<file path="config.mk">
export PLATFORM = sky130hd
export DESIGN_NAME = bsm_ctrl
export DESIGN_NICKNAME = d
export VERILOG_FILES = /design/src/rtl/core/bsm_pkg.sv /design/src/rtl/core/bsm_ctrl.sv
export SDC_FILE = /design/constraint.sdc
export NUM_CORES = 1
export LEC_CHECK = 0
export BUFFER_PORTS_ARGS = -buffer_cell sky130_fd_sc_hd__buf_2
export CAP_MARGIN = 20
export CORE_MARGIN = 3
export CORE_UTILIZATION = 44
export CTS_CLUSTER_DIAMETER = 100
export DETAILED_ROUTE_END_ITERATION = 7
export GPL_ROUTABILITY_DRIVEN = 0
export PLACE_DENSITY = 0.65
export SYNTH_ARGS = -nofsm -noshare
export SYNTH_HDL_FRONTEND = slang
export SYNTH_SLANG_ARGS = --single-unit
</file>
<file path="constraint.sdc">
create_clock -name clk -period 4.6 [get_ports clk]
set_input_delay 1.15 -clock clk [delete_from_list [all_inputs] [get_ports clk]]
set_output_delay 1.15 -clock clk [all_outputs]
set_load 0.02 [all_outputs]
</file>
<file path="src/rtl/core/bsm_pkg.sv">
// Shared types, microcode and saturating arithmetic for the Brent minimizer.
package bsm_pkg;

    localparam int VAL_W  = 48;
    localparam int WIDE_W = 64;
    localparam int ITER_W = 10;
    localparam int REL_W  = 32;
    localparam int PC_W   = 7;
    localparam int NUM_TMP = 14;

    localparam logic [WIDE_W-1:0] MAX64 = {1'b0, {(WIDE_W-1){1'b1}}};
    localparam logic [WIDE_W-1:0] MIN64 = {1'b1, {(WIDE_W-1){1'b0}}};
    localparam logic [63:0] GOLD_Q40 = 64'd419976070785;

    typedef enum logic [4:0] {
        OP_NOP, OP_MOV, OP_ADD, OP_SUB, OP_NEG, OP_ABS, OP_HALF, OP_SAT,
        OP_LT, OP_CSEL, OP_MUL, OP_TOL, OP_DIV, OP_COMMIT,
        OP_START, OP_LOADF, OP_UPDATE
    } op_t;

    // temporaries first (index = low four bits), then read-only sources
    typedef enum logic [4:0] {
        R_M, R_TOL, R_T2, R_HW, R_P, R_Q, R_R, R_D, R_E, R_U, R_S1, R_S2, R_XW, R_XV,
        S_ZERO, S_LO, S_HI, S_X, S_W, S_V, S_FX, S_FW, S_FV, S_STEP, S_PREV, S_GOLD
    } src_t;

    typedef enum logic [2:0] {J_NEXT, J_IF, J_IFN, J_GOTO, J_STOP, J_REQ} jmp_t;

    typedef enum logic [1:0] {K_REQ = 2'd0, K_DONE = 2'd1, K_REJ = 2'd2} kind_t;

    typedef enum logic [1:0] {PH_IDLE, PH_F0, PH_FU} phase_t;

    typedef enum logic [1:0] {ST_IDLE, ST_RUN, ST_WAIT, ST_EMIT} state_t;

    typedef struct packed {
        op_t       op;
        src_t      dst;
        src_t      sa;
        src_t      sb;
        jmp_t      jmp;
        logic [PC_W-1:0] tgt;
    } uc_t;

    typedef struct packed {
        logic exec;
        op_t  op;
        src_t dst;
        src_t sa;
        src_t sb;
    } dp_cmd_t;

    typedef struct packed {
        logic lt;
        logic unit_done;
        logic iter_done;
    } dp_stat_t;

    // branch targets
    localparam logic [PC_W-1:0] UA_PARTEST = 7'd35;
    localparam logic [PC_W-1:0] UA_FIXTOL  = 7'd53;
    localparam logic [PC_W-1:0] UA_GOLDEN  = 7'd56;
    localparam logic [PC_W-1:0] UA_FINAL   = 7'd62;
    localparam logic [PC_W-1:0] UA_USED    = 7'd68;
    localparam logic [PC_W-1:0] UA_COMMIT  = 7'd69;

    function automatic uc_t mk(op_t op, src_t dst, src_t sa, src_t sb, jmp_t j,
                               logic [PC_W-1:0] tgt);
        uc_t w;
        w.op = op; w.dst = dst; w.sa = sa; w.sb = sb; w.jmp = j; w.tgt = tgt;
        return w;
    endfunction

    function automatic uc_t uc_rom(logic [PC_W-1:0] pc);
        uc_t w;
        w = mk(OP_NOP, R_S1, S_ZERO, S_ZERO, J_NEXT, '0);
        case (pc)
            7'd0:  w = mk(OP_TOL,  R_TOL, S_X,   S_ZERO, J_NEXT, '0);
            7'd1:  w = mk(OP_ADD,  R_S1,  S_LO,  S_HI,   J_NEXT, '0);
            7'd2:  w = mk(OP_HALF, R_M,   R_S1,  S_ZERO, J_NEXT, '0);
            7'd3:  w = mk(OP_ADD,  R_T2,  R_TOL, R_TOL,  J_NEXT, '0);
            7'd4:  w = mk(OP_SUB,  R_S1,  S_HI,  S_LO,   J_NEXT, '0);
            7'd5:  w = mk(OP_HALF, R_HW,  R_S1,  S_ZERO, J_NEXT, '0);
            7'd6:  w = mk(OP_SUB,  R_S1,  S_X,   R_M,    J_NEXT, '0);
            7'd7:  w = mk(OP_ABS,  R_S1,  R_S1,  S_ZERO, J_NEXT, '0);
            7'd8:  w = mk(OP_SUB,  R_S2,  R_T2,  R_HW,   J_NEXT, '0);
            7'd9:  w = mk(OP_LT,   R_S1,  R_S2,  R_S1,   J_STOP, '0);
            7'd10: w = mk(OP_MOV,  R_P,   S_ZERO, S_ZERO, J_NEXT, '0);
            7'd11: w = mk(OP_MOV,  R_Q,   S_ZERO, S_ZERO, J_NEXT, '0);
            7'd12: w = mk(OP_MOV,  R_R,   S_ZERO, S_ZERO, J_NEXT, '0);
            7'd13: w = mk(OP_MOV,  R_D,   S_STEP, S_ZERO, J_NEXT, '0);
            7'd14: w = mk(OP_MOV,  R_E,   S_PREV, S_ZERO, J_NEXT, '0);
            7'd15: w = mk(OP_ABS,  R_S1,  R_E,   S_ZERO, J_NEXT, '0);
            7'd16: w = mk(OP_LT,   R_S1,  R_TOL, R_S1,   J_IFN, UA_PARTEST);
            7'd17: w = mk(OP_SUB,  R_XW,  S_X,   S_W,    J_NEXT, '0);
            7'd18: w = mk(OP_SUB,  R_XV,  S_X,   S_V,    J_NEXT, '0);
            7'd19: w = mk(OP_SUB,  R_S1,  S_FX,  S_FV,   J_NEXT, '0);
            7'd20: w = mk(OP_MUL,  R_R,   R_XW,  R_S1,   J_NEXT, '0);
            7'd21: w = mk(OP_SUB,  R_S1,  S_FX,  S_FW,   J_NEXT, '0);
            7'd22: w = mk(OP_MUL,  R_Q,   R_XV,  R_S1,   J_NEXT, '0);
            7'd23: w = mk(OP_MUL,  R_S1,  R_XV,  R_Q,    J_NEXT, '0);
            7'd24: w = mk(OP_MUL,  R_S2,  R_XW,  R_R,    J_NEXT, '0);
            7'd25: w = mk(OP_SUB,  R_P,   R_S1,  R_S2,   J_NEXT, '0);
            7'd26: w = mk(OP_SUB,  R_Q,   R_Q,   R_R,    J_NEXT, '0);
            7'd27: w = mk(OP_ADD,  R_Q,   R_Q,   R_Q,    J_NEXT, '0);
            7'd28: w = mk(OP_LT,   R_S1,  S_ZERO, R_Q,   J_NEXT, '0);
            7'd29: w = mk(OP_NEG,  R_S1,  R_P,   S_ZERO, J_NEXT, '0);
            7'd30: w = mk(OP_CSEL, R_P,   R_S1,  R_P,    J_NEXT, '0);
            7'd31: w = mk(OP_NEG,  R_S2,  R_Q,   S_ZERO, J_NEXT, '0);
            7'd32: w = mk(OP_CSEL, R_Q,   R_Q,   R_S2,   J_NEXT, '0);
            7'd33: w = mk(OP_MOV,  R_R,   R_E,   S_ZERO, J_NEXT, '0);
            7'd34: w = mk(OP_MOV,  R_E,   R_D,   S_ZERO, J_NEXT, '0);
            7'd35: w = mk(OP_ABS,  R_S1,  R_P,   S_ZERO, J_NEXT, '0);
            7'd36: w = mk(OP_MUL,  R_S2,  R_Q,   R_R,    J_NEXT, '0);
            7'd37: w = mk(OP_HALF, R_S2,  R_S2,  S_ZERO, J_NEXT, '0);
            7'd38: w = mk(OP_ABS,  R_S2,  R_S2,  S_ZERO, J_NEXT, '0);
            7'd39: w = mk(OP_LT,   R_S1,  R_S1,  R_S2,   J_IFN, UA_GOLDEN);
            7'd40: w = mk(OP_SUB,  R_S1,  S_LO,  S_X,    J_NEXT, '0);
            7'd41: w = mk(OP_MUL,  R_S1,  R_Q,   R_S1,   J_NEXT, '0);
            7'd42: w = mk(OP_LT,   R_S1,  R_P,   R_S1,   J_IFN, UA_GOLDEN);
            7'd43: w = mk(OP_SUB,  R_S1,  S_HI,  S_X,    J_NEXT, '0);
            7'd44: w = mk(OP_MUL,  R_S1,  R_Q,   R_S1,   J_NEXT, '0);
            7'd45: w = mk(OP_LT,   R_S1,  R_P,   R_S1,   J_IFN, UA_GOLDEN);
            7'd46: w = mk(OP_DIV,  R_D,   R_P,   R_Q,    J_NEXT, '0);
            7'd47: w = mk(OP_SAT,  R_D,   R_D,   S_ZERO, J_NEXT, '0);
            7'd48: w = mk(OP_ADD,  R_U,   S_X,   R_D,    J_NEXT, '0);
            7'd49: w = mk(OP_SUB,  R_S1,  R_U,   S_LO,   J_NEXT, '0);
            7'd50: w = mk(OP_LT,   R_S1,  R_S1,  R_T2,   J_IF, UA_FIXTOL);
            7'd51: w = mk(OP_SUB,  R_S1,  S_HI,  R_U,    J_NEXT, '0);
            7'd52: w = mk(OP_LT,   R_S1,  R_S1,  R_T2,   J_IFN, UA_FINAL);
            7'd53: w = mk(OP_LT,   R_S1,  S_X,   R_M,    J_NEXT, '0);
            7'd54: w = mk(OP_NEG,  R_S1,  R_TOL, S_ZERO, J_NEXT, '0);
            7'd55: w = mk(OP_CSEL, R_D,   R_TOL, R_S1,   J_GOTO, UA_FINAL);
            7'd56: w = mk(OP_LT,   R_S1,  S_X,   R_M,    J_NEXT, '0);
            7'd57: w = mk(OP_CSEL, R_S1,  S_HI,  S_LO,   J_NEXT, '0);
            7'd58: w = mk(OP_SUB,  R_S1,  R_S1,  S_X,    J_NEXT, '0);
            7'd59: w = mk(OP_SAT,  R_E,   R_S1,  S_ZERO, J_NEXT, '0);
            7'd60: w = mk(OP_MUL,  R_D,   S_GOLD, R_E,   J_NEXT, '0);
            7'd61: w = mk(OP_SAT,  R_D,   R_D,   S_ZERO, J_NEXT, '0);
            7'd62: w = mk(OP_ABS,  R_S1,  R_D,   S_ZERO, J_NEXT, '0);
            7'd63: w = mk(OP_LT,   R_S1,  R_S1,  R_TOL,  J_IFN, UA_USED);
            7'd64: w = mk(OP_LT,   R_S1,  S_ZERO, R_D,   J_NEXT, '0);
            7'd65: w = mk(OP_NEG,  R_S2,  R_TOL, S_ZERO, J_NEXT, '0);
            7'd66: w = mk(OP_CSEL, R_S1,  R_TOL, R_S2,   J_NEXT, '0);
            7'd67: w = mk(OP_ADD,  R_U,   S_X,   R_S1,   J_GOTO, UA_COMMIT);
            7'd68: w = mk(OP_ADD,  R_U,   S_X,   R_D,    J_NEXT, '0);
            7'd69: w = mk(OP_COMMIT, R_S1, S_ZERO, S_ZERO, J_REQ, '0);
            default: w = mk(OP_NOP, R_S1, S_ZERO, S_ZERO, J_NEXT, '0);
        endcase
        return w;
    endfunction

    function automatic logic [WIDE_W-1:0] sadd64(logic [WIDE_W-1:0] a, logic [WIDE_W-1:0] b);
        logic [WIDE_W:0] s;
        s = {a[WIDE_W-1], a} + {b[WIDE_W-1], b};
        if (s[WIDE_W] != s[WIDE_W-1])
            return s[WIDE_W] ? MIN64 : MAX64;
        return s[WIDE_W-1:0];
    endfunction

    function automatic logic [WIDE_W-1:0] sneg64(logic [WIDE_W-1:0] a);
        return (a == MIN64) ? MAX64 : (~a + 64'd1);
    endfunction

    function automatic logic [WIDE_W-1:0] sabs64(logic [WIDE_W-1:0] a);
        return a[WIDE_W-1] ? sneg64(a) : a;
    endfunction

    function automatic logic [WIDE_W-1:0] half64(logic [WIDE_W-1:0] a);
        logic [WIDE_W-1:0] t;
        t = a + {{(WIDE_W-1){1'b0}}, a[WIDE_W-1]};
        return {t[WIDE_W-1], t[WIDE_W-1:1]};
    endfunction

    function automatic logic [WIDE_W-1:0] sat48w(logic [WIDE_W-1:0] a);
        if (a[WIDE_W-1] && (a[WIDE_W-2:VAL_W-1] != '1))
            return {{(WIDE_W-VAL_W+1){1'b1}}, {(VAL_W-1){1'b0}}};
        if (!a[WIDE_W-1] && (a[WIDE_W-2:VAL_W-1] != '0))
            return {{(WIDE_W-VAL_W+1){1'b0}}, {(VAL_W-1){1'b1}}};
        return a;
    endfunction

    function automatic logic [WIDE_W-1:0] mag64(logic [WIDE_W-1:0] a);
        return a[WIDE_W-1] ? (~a + 64'd1) : a;
    endfunction

endpackage

</file>
<file path="src/rtl/core/bsm_ctrl.sv">
// Controller: phase tracking and microcode sequencer for one Brent step.
module bsm_ctrl
    import bsm_pkg::*;
(
    input  logic     clk,
    input  logic     rst_n,
    input  logic     in_valid,
    input  logic     in_opcode,
    output logic     in_ready,
    input  dp_stat_t stat,
    output dp_cmd_t  cmd,
    input  logic     out_free,
    output logic     emit,
    output kind_t    kind
);

    state_t state_reg, state_next;
    phase_t phase_reg, phase_next;
    kind_t  kind_reg, kind_next;
    logic [PC_W-1:0] pc_reg, pc_next;
    uc_t    w;

    always_ff @(posedge clk or negedge rst_n)
    begin
        if (!rst_n)
        begin
            state_reg <= ST_IDLE;
            phase_reg <= PH_IDLE;
            kind_reg  <= K_REQ;
            pc_reg    <= '0;
        end
        else
        begin
            state_reg <= state_next;
            phase_reg <= phase_next;
            kind_reg  <= kind_next;
            pc_reg    <= pc_next;
        end
    end

    always_comb
    begin
        w = uc_rom(pc_reg);
        state_next = state_reg;
        phase_next = phase_reg;
        kind_next  = kind_reg;
        pc_next    = pc_reg;
        in_ready   = 1'b0;
        emit       = 1'b0;
        cmd.exec   = 1'b0;
        cmd.op     = w.op;
        cmd.dst    = w.dst;
        cmd.sa     = w.sa;
        cmd.sb     = w.sb;
        unique case (state_reg)
            ST_IDLE:
            begin
                in_ready = 1'b1;
                pc_next = '0;
                if (in_valid)
                begin
                    if (!in_opcode)
                    begin
                        cmd.exec = 1'b1;
                        cmd.op = OP_START;
                        phase_next = PH_F0;
                        kind_next = K_REQ;
                        state_next = ST_EMIT;
                    end
                    else if (phase_reg == PH_F0)
                    begin
                        cmd.exec = 1'b1;
                        cmd.op = OP_LOADF;
                        state_next = ST_RUN;
                    end
                    else if (phase_reg == PH_FU)
                    begin
                        cmd.exec = 1'b1;
                        cmd.op = OP_UPDATE;
                        state_next = ST_RUN;
                    end
                    else
                    begin
                        kind_next = K_REJ;
                        state_next = ST_EMIT;
                    end
                end
            end
            ST_RUN:
            begin
                cmd.exec = 1'b1;
                if (w.op == OP_MUL || w.op == OP_TOL || w.op == OP_DIV)
                    state_next = ST_WAIT;
                else
                begin
                    pc_next = pc_reg + 1'b1;
                    unique case (w.jmp)
                        J_IF:   if (stat.lt) pc_next = w.tgt;
                        J_IFN:  if (!stat.lt) pc_next = w.tgt;
                        J_GOTO: pc_next = w.tgt;
                        J_STOP:
                            if (!stat.lt || stat.iter_done)
                            begin
                                phase_next = PH_IDLE;
                                kind_next = K_DONE;
                                state_next = ST_EMIT;
                            end
                        J_REQ:
                        begin
                            phase_next = PH_FU;
                            kind_next = K_REQ;
                            state_next = ST_EMIT;
                        end
                        default: ;
                    endcase
                end
            end
            ST_WAIT:
            begin
                if (stat.unit_done)
                begin
                    pc_next = pc_reg + 1'b1;
                    state_next = ST_RUN;
                end
            end
            ST_EMIT:
            begin
                emit = 1'b1;
                if (out_free)
                    state_next = ST_IDLE;
            end
            default: state_next = ST_IDLE;
        endcase
    end

    assign kind = kind_reg;

endmodule

</file>
## Word level (Yosys, flattened, before mapping)

Memories as Yosys holds them, arrays and structs flattened.
Index checks and enable logic that the tools add are counted.

| storage, ports and cells | value |
|---|---|
| register bits after elaboration | 13 |
| bits in read-only memories | 3584 |
| input port bits | 8 |
| logic and storage cells | 79 |
| memories | 1 |

Memories:

| name | depth | bits a word | read ports | clocked after Yosys merged registers in | wr ports | line | text |
|---|---|---|---|---|---|---|---|
| (no name shown) | 128 | 28 | 1 | 0 | 0 | bsm_pkg.sv:76 | `case (pc)` |

| cells by class | value |
|---|---|
| $add $sub $neg | 1 |
| equal/unequal tests | 24 |
| multiplexer cells | 38 |
| reductions and logical operators | 11 |

Operator list:

| kind | count |
|---|---|
| 7-bit case mux with 3 select lines | 2 |
| 2-bit 2-to-1 mux | 18 |
| 7-bit 2-to-1 mux | 4 |
| 6-bit 2-to-1 mux | 4 |
| 2-bit case mux with 2 select lines | 5 |
| 5-bit by 4-bit equality test with 1-bit output, second input constant | 3 |
| 2-bit inequality test, second input constant | 5 |
| 3-bit inequality test, second input constant | 3 |
| 2-bit case mux with 4 select lines | 1 |
| 7-bit by 1-bit adder with 7-bit output, second input constant | 1 |
| 7-bit AND reduction | 1 |
| 2-bit equality test, second input constant | 3 |
| 3-bit by 2-bit equality test with 1-bit output, second input constant | 2 |
| 3-bit equality test, second input constant | 2 |
| 6-bit AND reduction | 1 |
| 5-bit 2-to-1 mux | 1 |
| 5-bit AND reduction | 1 |
| 2-bit by 1-bit equality test with 1-bit output, second input constant | 2 |
| 4-bit by 2-bit inequality test with 1-bit output, second input constant | 1 |
| 4-bit inequality test, second input constant | 1 |
| 3-bit by 1-bit equality test with 1-bit output, second input constant | 1 |
| 1-bit logical OR | 3 |
| 3-bit by 1-bit inequality test with 1-bit output, second input constant | 1 |
| 3-bit AND reduction | 1 |
| 6 further kinds | 7 |

## Depth between registers and ports, before layout

| depth | value |
|---|---|
| word-level depth | 6 |
| mapped depth | 13 |
| mapped depth without buffers | 11 |

## Worst setup path before layout

OpenSTA, ideal clock, no wires.

| timing | value |
|---|---|
| path kind | register to output |
| start point | register pc_reg[1] |
| end point | output port cmd[18] (netlist bit) |
| arrival time | 2.642 ns |
| path slack | 0.808 ns |
| stages on the path, launching flop included | 10 |
| path buffers | 2 |
| cells stage by stage | dfrtp_1 > buf_2 > inv_1 > ha_1 > buf_2 > and2_1 > or4_1 > a21oi_1 > nor4_4 > o21ai_0 |

RTL lines:

| item | line | text |
|---|---|---|
| start, declared | bsm_ctrl.sv:20 | `logic [PC_W-1:0] pc_reg, pc_next;` |
| start signal, assigned | bsm_ctrl.sv:37 | `pc_reg <= pc_next;` |
| end, declared | bsm_ctrl.sv:11 | `output dp_cmd_t cmd,` |

==> flow_metrics.tcl <==
set metrics [dict create \
    status "complete, but fails checks" \
    violations "design-rule violations" \
    place_area_um2 3500 \
    place.detailed.hpwl_um 8870 \
    antenna_found_initial 0 \
    syn_avg_cell_area_um2 6.88 \
    postRouteAntennaNets 0 \
    post-route-util 0.502 \
    grt_util_all_layers 0.279 \
    fin_tns_setup_ns 0 \
    yosysTopAreaCell "ha_1" \
    htreeDepth 1 \
    powerDensity_nw_per_um2 622 \
    crit_fanout 14 \
    num_vias 4194 \
    die_x_um 92.7 \
    pre_cts_ws_ns 0.689 \
    synth.net_count 517 \
    critical_path_arrival_ns 3.12 \
    max-slew-margin-rel 0.501 \
    slowest_stage "dfrtp_1" \
    fin_skew_ns 0.00121 \
    grt_max_degree 37 \
    hold_viol 0 \
    fmaxAchievable_mhz 234 \
    crit_type "flip-flop to output pin" \
    hold_path.class "flip-flop to flip-flop" \
    synth-edff-count 0 \
    coreArea_um2 7060 \
    cts.clk_slew.worst_paths_ns 0.06 \
    cts_tree "yes" \
    synth_top_area_share 0.106 \
    synthFlopType "dfrtp_1" \
    syn_area_um2 3310 \
    overflow 0 \
    pin_count 33 \
    cp-start-kind "flip-flop" \
    synth.distinct_cells 72 \
    timing.final.ws_setup_ns 0.332 \
    dr.pass1.iters 8 \
    final_nets 528 \
    crit_chain "inv_1 -> ha_1 -> nor2b_1 -> a2111oi_0 -> nor4_1 -> a211o_1 -> nor2_1 -> a21oi_1 -> o22ai_1 -> buf_2" \
    required_ns 3.45 \
    cts-root-buf "clkbuf_8" \
    postLayoutCellArea_um2 3540 \
    grt_pass1_vias 3681 \
    nFillCells 693 \
    wl_per_cell_um 20.8 \
    ys_top_cells_by_count "48 x o21ai_0, 45 x nand2_1, 42 x nor2_1" \
    placementRows 30 \
    post_cts_buffers 0 \
    cts_num_sinks 13 \
    grt_pass1_wl_um 19300 \
    ys_async_sr_fraction 1.00 \
    die_y_um 92.7 \
    syn_inst 481 \
    diodes 0 \
    drc 1 \
    peakVddDrop_mv 0.256 \
    cts_hold_buf 0 \
    drtIter0Drc 1058 \
    wl_um 12200 \
    cts_made_buffers 3 \
    drive_above_1_share 0.143 \
    clk_latency_ns 0.24 \
    ys_ff_latch 13 \
    start_util 0.469 \
    drv_cap 0 \
    endpoint_kind "output pin" \
    worstMarginPinSlew_ns 0.746 \
    ys_seq_area_frac 0.0983 \
    synth_warnings 0 \
    min_period_ns 4.27 \
    synth_most_common_cell "o21ai_0" \
    largest_reg_flops 7 \
    viasPerCell 7.14 \
    setup_viol 0 \
    critPathBufInv 2 \
    portBuffers 31 \
    max_stage_delay_ns 0.60 \
    dieArea_um2 8600 \
    fin_crit_sh 0.928 \
    drv_slew 0 \
    synthToLayoutAreaGrowth_pct 7.03 \
    fin_hold_ws_ns 0.494 \
    cp_top_family "compound AO/OA/AOI/OAI gates" \
    clock_path_buffers 2 \
    p_leak_uw 0.00146 \
    rsz0062_at_grt "no" \
    cts_resized 0 \
    synthTopCellsByArea "ha_1 11%, dfrtp_1 9.8%, o21ai_0 7.3%, a21oi_1 6.2%, nand2_1 5.1%" \
]
## kinds of logic (layout without fill, tap and decap cells)
group                    after synthesis  count (layout)  synth area share
buffers and inverters                 62              72            0.0873
multiplexers                          10              10            0.0359
XOR/XNOR                               1               1           0.00265
other                                  1               1           0.00113
flip-flops                            13              13            0.0983
AO/OA/AOI/OAI                        191             191             0.392
AND/OR/NAND/NOR                      175             175             0.277
adder cells (fa/ha/maj)               28              28             0.106
## power by group
part / switching (µW) / total [µW] / internal, µW
sequential: 52.1 / 197 / 145
clock: 41.5 / 103 / 61.2
combinational: 1240 / 1900 / 667
## worst register-to-register path, cell delays in order (launching register included)
cell and delay, ns:
dfrtp_1 0.60, inv_1 0.26, ha_1 0.43, or3_1 0.46, and3_1 0.20, o311a_1 0.37, a21boi_0 0.18, o41ai_4 0.72
a311oi_1 0.12, a21o_1 0.19
## path summary, 6_finish.rpt
path / cells past startpoint / start / endpoint / slack, ns
max in group asynchronous: 1 / rst_n / pc_reg[2] / 3.56
max: 10 / pc_reg[0] / cmd[15] / 0.33
min: 1 / kind[1] / kind[1] / 0.49
max reg2reg: 9 / pc_reg[0] / pc_reg[2] / 0.97
min reg2reg: 1 / kind[1] / kind[1] / 0.49
min in group asynchronous: 1 / rst_n / phase_reg[1] / 0.79
## layout by cell type, fill, tap and decap left out, drive strengths merged, types with 5 or more instances in the layout
master	Yosys	layout
o21ai	48	48
buf	22	47
nand2	46	46
nor2	42	42
a21oi	41	41
ha	28	28
inv	20	20
nand2b	15	15
o211ai	14	14
dfrtp	13	13
nor2b	12	12
nand3	12	12
a211oi	9	9
nor3	9	9
a31oi	8	8
o31ai	6	6
a21boi	6	6
or3	6	6
o311ai	5	5
and3	5	5
mux2	5	5
## per-layer routing
metal | routed length, µm | GRT usage | vias to the layer above
met5 | 0 | 0 | -
li1 | - | - | 1829
met3 | 1860 | 0.0796 | 106
met2 | 4950 | 0.401 | 435
met1 | 4580 | 0.375 | 1824
met4 | 800 | 0.144 | 0
## stage by stage
stage	total power (µW)	instances
6_report	2200	587
5_1_grt	2360	587
4_1_cts	2140	587
3_5_place_dp	2030	583
3_3_place_gp	2030	583
2_1_floorplan	1530	481
## final cells by class
class	count	area, µm²	share of cell area
flip-flops and latches	13	328	0.0925
well taps	96	120	0.0339
repair buffers	47	275	0.0777
multi-input cells	406	2700	0.761
inverters	21	78.8	0.0223
clock buffers	4	45.0	0.0127
(Power assumes the default switching activity.)
